## config.mk

```make
export PLATFORM = sky130hd
export DESIGN_NAME = bmf_hash
export DESIGN_NICKNAME = d
export VERILOG_FILES = /design/src/design/assert_macros.svh /design/src/design/bmf_pkg.sv /design/src/design/bmf_hash.sv
export SDC_FILE = /design/constraint.sdc
export NUM_CORES = 2
export LEC_CHECK = 0
export BUFFER_PORTS_ARGS = -buffer_cell sky130_fd_sc_hd__buf_2
export CAP_MARGIN = 20
export CORE_ASPECT_RATIO = 0.7
export CORE_UTILIZATION = 58
export CTS_CLUSTER_DIAMETER = 80
export CTS_CLUSTER_SIZE = 30
export DETAILED_ROUTE_END_ITERATION = 10
export PLACE_DENSITY = 0.88
export SYNTH_ARGS = -nofsm -noshare
export SYNTH_HDL_FRONTEND = slang
export SYNTH_SLANG_ARGS = --single-unit
```

## constraint.sdc

```tcl
create_clock -name clk -period 9.15 [get_ports clk]
set_clock_uncertainty 0.15 [all_clocks]
set_input_delay 0.4575 -clock clk [delete_from_list [all_inputs] [get_ports clk]]
set_output_delay 0.4575 -clock clk [all_outputs]
set_load 0.1 [all_outputs]
```

## src/design/assert_macros.svh

```systemverilog
// Assertion macros used by the bloom filter top level.
`ifndef ASSERT_MACROS_SVH
`define ASSERT_MACROS_SVH
// Same-cycle implication, checked outside reset.
`define ASSERT_IMPL(label, ante, cons) \
  label: assert property (@(posedge clk) disable iff (!rst_n) (ante) |-> (cons)) \
    else $error("assertion failed: same-cycle implication");
// Next-cycle implication, checked outside reset.
`define ASSERT_NEXT(label, ante, cons) \
  label: assert property (@(posedge clk) disable iff (!rst_n) (ante) |=> (cons)) \
    else $error("assertion failed: next-cycle implication");
`endif

```

## src/design/bmf_pkg.sv

```systemverilog
// Shared constants and types for the multi-hash bloom filter.
package bmf_pkg;
  localparam int POOL_BITS = 32768;
  localparam int ADDR_W    = $clog2(POOL_BITS);
  localparam int HASH_N    = 8;
  localparam int IDX_N     = 2 * HASH_N;

  localparam logic [1:0] KIND_INSERT = 2'd0;
  localparam logic [1:0] KIND_QUERY  = 2'd1;
  localparam logic [1:0] KIND_CLEAR  = 2'd2;

  // Hash slots, in store order.
  localparam int H_PJW  = 0;
  localparam int H_JS   = 1;
  localparam int H_RS   = 2;
  localparam int H_SDBM = 3;
  localparam int H_AP   = 4;
  localparam int H_DJB  = 5;
  localparam int H_BKDR = 6;
  localparam int H_ELF  = 7;

  typedef logic [HASH_N-1:0][31:0] hash_vec_t;

  localparam hash_vec_t HASH_SEED = {
    32'd0, 32'd0, 32'd5381, 32'd0, 32'd0, 32'd0, 32'd1315423911, 32'd0
  };
  localparam logic [31:0] RS_MULT_SEED = 32'd63689;
  localparam logic [31:0] RS_MULT_STEP = 32'd378551;
  localparam logic [31:0] BKDR_MULT    = 32'd131;
endpackage

```

## src/design/bmf_hash.sv

```systemverilog
// Running string hashes: one key byte folded in per cycle while absorb is high.
module bmf_hash (
  input  logic              clk,
  input  logic              rst_n,
  input  logic              absorb,
  input  logic              restart,
  input  logic [7:0]        key_byte,
  output bmf_pkg::hash_vec_t hash_nxt
);
  import bmf_pkg::*;

  hash_vec_t   hash_r;
  logic [31:0] rs_mult_r, rs_mult_nxt;
  logic        parity_r;
  logic [31:0] c, h, t, top, rs_prod, bk_prod;

  always_comb begin
    c = {{24{key_byte[7]}}, key_byte};
    hash_nxt = hash_r;

    t = {hash_r[H_PJW][27:0], 4'b0} + c;
    top = t & 32'hF000_0000;
    if (top != 32'd0) begin
      t = (t ^ (top >> 24)) & 32'h0FFF_FFFF;
    end
    hash_nxt[H_PJW] = t;

    h = hash_r[H_JS];
    hash_nxt[H_JS] = h ^ ((h << 5) + c + (h >> 2));

    rs_prod = hash_r[H_RS] * rs_mult_r;
    hash_nxt[H_RS] = rs_prod + c;
    rs_mult_nxt = rs_mult_r * RS_MULT_STEP;

    h = hash_r[H_SDBM];
    hash_nxt[H_SDBM] = c + (h << 6) + (h << 16) - h;

    h = hash_r[H_AP];
    if (!parity_r) begin
      hash_nxt[H_AP] = h ^ ((h << 7) ^ c ^ (h >> 3));
    end else begin
      hash_nxt[H_AP] = h ^ ~((h << 11) ^ c ^ (h >> 5));
    end

    h = hash_r[H_DJB];
    hash_nxt[H_DJB] = h + (h << 5) + c;

    bk_prod = hash_r[H_BKDR] * BKDR_MULT;
    hash_nxt[H_BKDR] = bk_prod + c;

    t = {hash_r[H_ELF][27:0], 4'b0} + c;
    top = t & 32'hF000_0000;
    if (top != 32'd0) begin
      t = (t ^ (top >> 24)) & ~top;
    end
    hash_nxt[H_ELF] = t;
  end

  always_ff @(posedge clk) begin
    if (!rst_n || restart) begin
      hash_r    <= HASH_SEED;
      rs_mult_r <= RS_MULT_SEED;
      parity_r  <= 1'b0;
    end else if (absorb) begin
      hash_r    <= hash_nxt;
      rs_mult_r <= rs_mult_nxt;
      parity_r  <= ~parity_r;
    end
  end
endmodule

```

==> flow_metrics.py <==
metrics = {
    "outcome": {
        "status": "finished clean",
    },
    "route": {
        "first_pass_iters": 6,
        "vias_per_cell": 5.800,
        "wl_um": 144700,
        "vias": 39170,
        "routedWlPerCell_um": 21.43,
        "postRouteAntennaNets": 0,
        "drt_iter0_drc": 3851,
        "drc": 0,
    },
    "yosys": {
        "yosysTopAreaCell": "fa_1",
        "ys_warn_count": 0,
        "synth_area_leaders": "fa_1 (32%), ha_1 (13%), dfxtp_1 (11%)",
        "ys_types": 76,
        "postSynth.asyncResetShare_pct": 0,
        "synth_edf_count": 0,
        "synth-seq-cells": 276,
        "syn_area_mm2": 0.04866,
        "yosysSeqAreaShare_pct": 11.35,
        "synth.avg_cell_area_um2": 8.914,
        "ys.flop_type": "dfxtp_1",
        "syn_inst": 5459,
        "synth_top_area_share_pct": 32.29,
    },
    "grt": {
        "antenna_found_initial": 2,
        "overflow": 0,
        "grt_max_degree": 109,
        "grt_usage_pct": 34.34,
        "grt_pass1_vias": 39550,
        "grt_pass1_wl_um": 226400,
    },
    "timing": {
        "hold_viol": 0,
        "rsz0062_at_grt": "no",
        "tightest_slew_ns": 1.060,
        "max_slew_margin_pct": 29.19,
        "setup_viol": 0,
        "layout_worst_path_cycle_share_pct": 98.52,
        "drv_slew": 0,
        "worst_slack_ns": 0.1357,
        "max_freq_ghz": 0.1109,
        "fin_crit_ns": 9.014,
    },
    "setup_path": {
        "cp.arrival_ns": 8.41,
        "timing.rr.end": "hash_r[88]$_SDFFE_PP0P_",
        "critPathMaxFanout": 9,
        "r2r_slack_ns": 1.25,
        "cp-start-kind": "register",
        "cp_data_required_time_ns": 8.54,
        "timing.rr.start": "rs_mult_r[2]$_SDFFE_PP0P_",
        "r2r_cells": 26,
        "crit_type": "reg -> out",
        "end_kind": "output port",
    },
    "layout": {
        "mostFrequentLayoutCell": "inv_1",
        "area_growth_pct": 7.958,
        "multi_input_area_mm2": 0.03853,
        "seq_area_mm2": 0.005545,
        "final_cell_mix": "inv_1 (1061), fa_1 (785), ha_1 (515)",
        "stdcell_area_mm2": 0.05254,
        "fin_cells": 6753,
        "fin_nets": 6919,
        "fillers": 6483,
        "layout-drive-gt1-share_pct": 8.052,
    },
    "clocking": {
        "cts_hold_buf": 0,
        "clk_pin_slew_worst_paths_ns": 0.10,
        "cts_tree": "done",
        "clk-insertion-delay-late_ns": 0.65,
        "htree_levels": 1,
        "cts_sinks": 276,
        "clock_path_buffers": 3,
        "root_buffer": "clkbuf_16",
        "cts_made_buffers": 25,
    },
    "place": {
        "port_buffers": 259,
        "place_congestion": 1.051,
        "detailedPlace.worstSlack_ns": 0.5338,
        "post-place-cells": 6694,
        "hpwl_um": 116800,
        "placed_cell_area_mm2": 0.05146,
    },
    "worst_hold_path": {
        "hold_class": "in -> reg",
        "holdPathEnd": "hash_r[235]$_SDFFE_PP0P_",
        "hp-start": "absorb",
        "hold_depth": 3,
    },
    "flow_run": {
        "drv_cap": 0,
    },
    "floorplan": {
        "die-area_mm2": 0.08508,
        "start_util_pct": 58.85,
        "die_w_um": 348.2,
        "ios": 268,
        "core-area_mm2": 0.08269,
        "die-height_um": 244.3,
        "rows": 88,
    },
}
[area by class of cell]
type / instances / share of cell area (%)
Multi-Input combinational cell: 3907 / 73.34
Sequential cell: 276 / 10.56
Inverter: 1068 / 7.676
Timing Repair Buffer: 329 / 4.001
Tap cell: 1125 / 2.679
Clock buffer: 26 / 1.217
Clock inverter: 20 / 0.5263
Antenna cell: 2 / 0.009527
[worst max-delay path by stage]
stage,end,startpoint
final,hash_nxt[94],rs_mult_r[2]$_SDFFE_PP0P_
after global routing,hash_nxt[94],hash_r[82]$_SDFFE_PP0P_
after global placement,hash_nxt[94],key_byte[7]
after CTS,hash_nxt[94],hash_r[74]$_SDFFE_PP0P_
after floorplan,hash_nxt[95],key_byte[7]
after detailed placement,hash_nxt[94],key_byte[7]
[sequential cells by signal (all words and copies together) (netlist names)]
name / flops
h: 32
hash_r: 212
parity_r: 1
rs_mult_r: 31
[critical path, cell delays in order, from the launching register on]
cell        delay [ns]
dfxtp_1           0.39
clkinvlp_4        0.36
buf_4             0.32
nor2_1            0.16
fa_1              0.43
fa_1              0.49
inv_1             0.05
fa_1              0.49
fa_1              0.50
fa_1              0.57
inv_1             0.05
ha_1              0.29
inv_1             0.07
fa_1              0.42
fa_1              0.50
inv_1             0.05
ha_1              0.38
nand2_1           0.09
nand2_1           0.07
nor2_1            0.35
and3_1            0.38
o21ai_2           0.17
o211ai_1          0.22
buf_4             0.16
a311oi_1          0.11
or3_1             0.35
and2_2            0.22
buf_12            0.17
[routing by layer]
metal / share of wire [%] / track usage (%) / routed length (um)
met5: 0.0062 / 0 / 9
met4: 3.7 / 10.49 / 5338
met3: 15 / 12.63 / 21300
met2: 41 / 48.14 / 58710
met1: 41 / 49.03 / 59340
[synth_stat cells, types with 8 or more instances]
| master | count |
|---|---|
| a21o_1 | 85 |
| dfxtp_1 | 276 |
| fa_1 | 785 |
| a211oi_1 | 18 |
| a2111oi_0 | 8 |
| and2_1 | 218 |
| mux2i_1 | 177 |
| nand3_1 | 46 |
| o31ai_1 | 15 |
| and3_1 | 23 |
| nand2_1 | 406 |
| nand4_1 | 14 |
| buf_1 | 19 |
| nand2b_1 | 25 |
| a21boi_0 | 11 |
| xor2_1 | 146 |
| o21ai_0 | 125 |
| a31o_2 | 11 |
| o211ai_1 | 23 |
| xnor2_1 | 317 |
| buf_4 | 16 |
| clkbuf_1 | 180 |
| nor3_1 | 64 |
| nor2b_1 | 12 |
| ha_1 | 515 |
| a21oi_1 | 196 |
| or3_1 | 20 |
| nor2_1 | 431 |
| inv_1 | 1068 |
| o21a_1 | 40 |
| a31oi_1 | 19 |
| o21bai_1 | 31 |
[cells by family after synthesis]
| group | synth area share (%) |
|---|---|
| AOI/OAI and AO/OA | 9.002 |
| xor gates and xnor gates | 8.379 |
| adders and majority gates | 45.54 |
| buffers and inverters | 10.02 |
| DFF | 11.35 |
| muxes | 3.664 |
| other | 0.007706 |
| and+or+nand+nor | 12.04 |
[per-stage QoR]
| step | hold slack (ns) | util [%] | setup TNS, ns |
|---|---|---|---|
| 4_1_cts | 0.1728 | 63.34 | 0 |
| 6_report | 0.1610 | 63.53 | 0 |
| 3_3_place_gp | 0.3014 | 62.24 | 0 |
| 3_5_place_dp | 0.3048 | 62.24 | 0 |
| 5_1_grt | 0.1993 | 63.53 | 0 |
| 2_1_floorplan | 0.2791 | - | -0.03861 |
[repair_timing]
| item | in CTS | in global routing |
|---|---|---|
| resized for setup | 1 | 21 |
| buffers inserted | 0 | 11 |
| pin swaps | 0 | 1 |
| endpoints found under the setup margin | 2 | 9 |
Power is left out: the tool's default activity adds up to more than one toggle a clock period on the data nets, which glitch-free logic cannot reach.
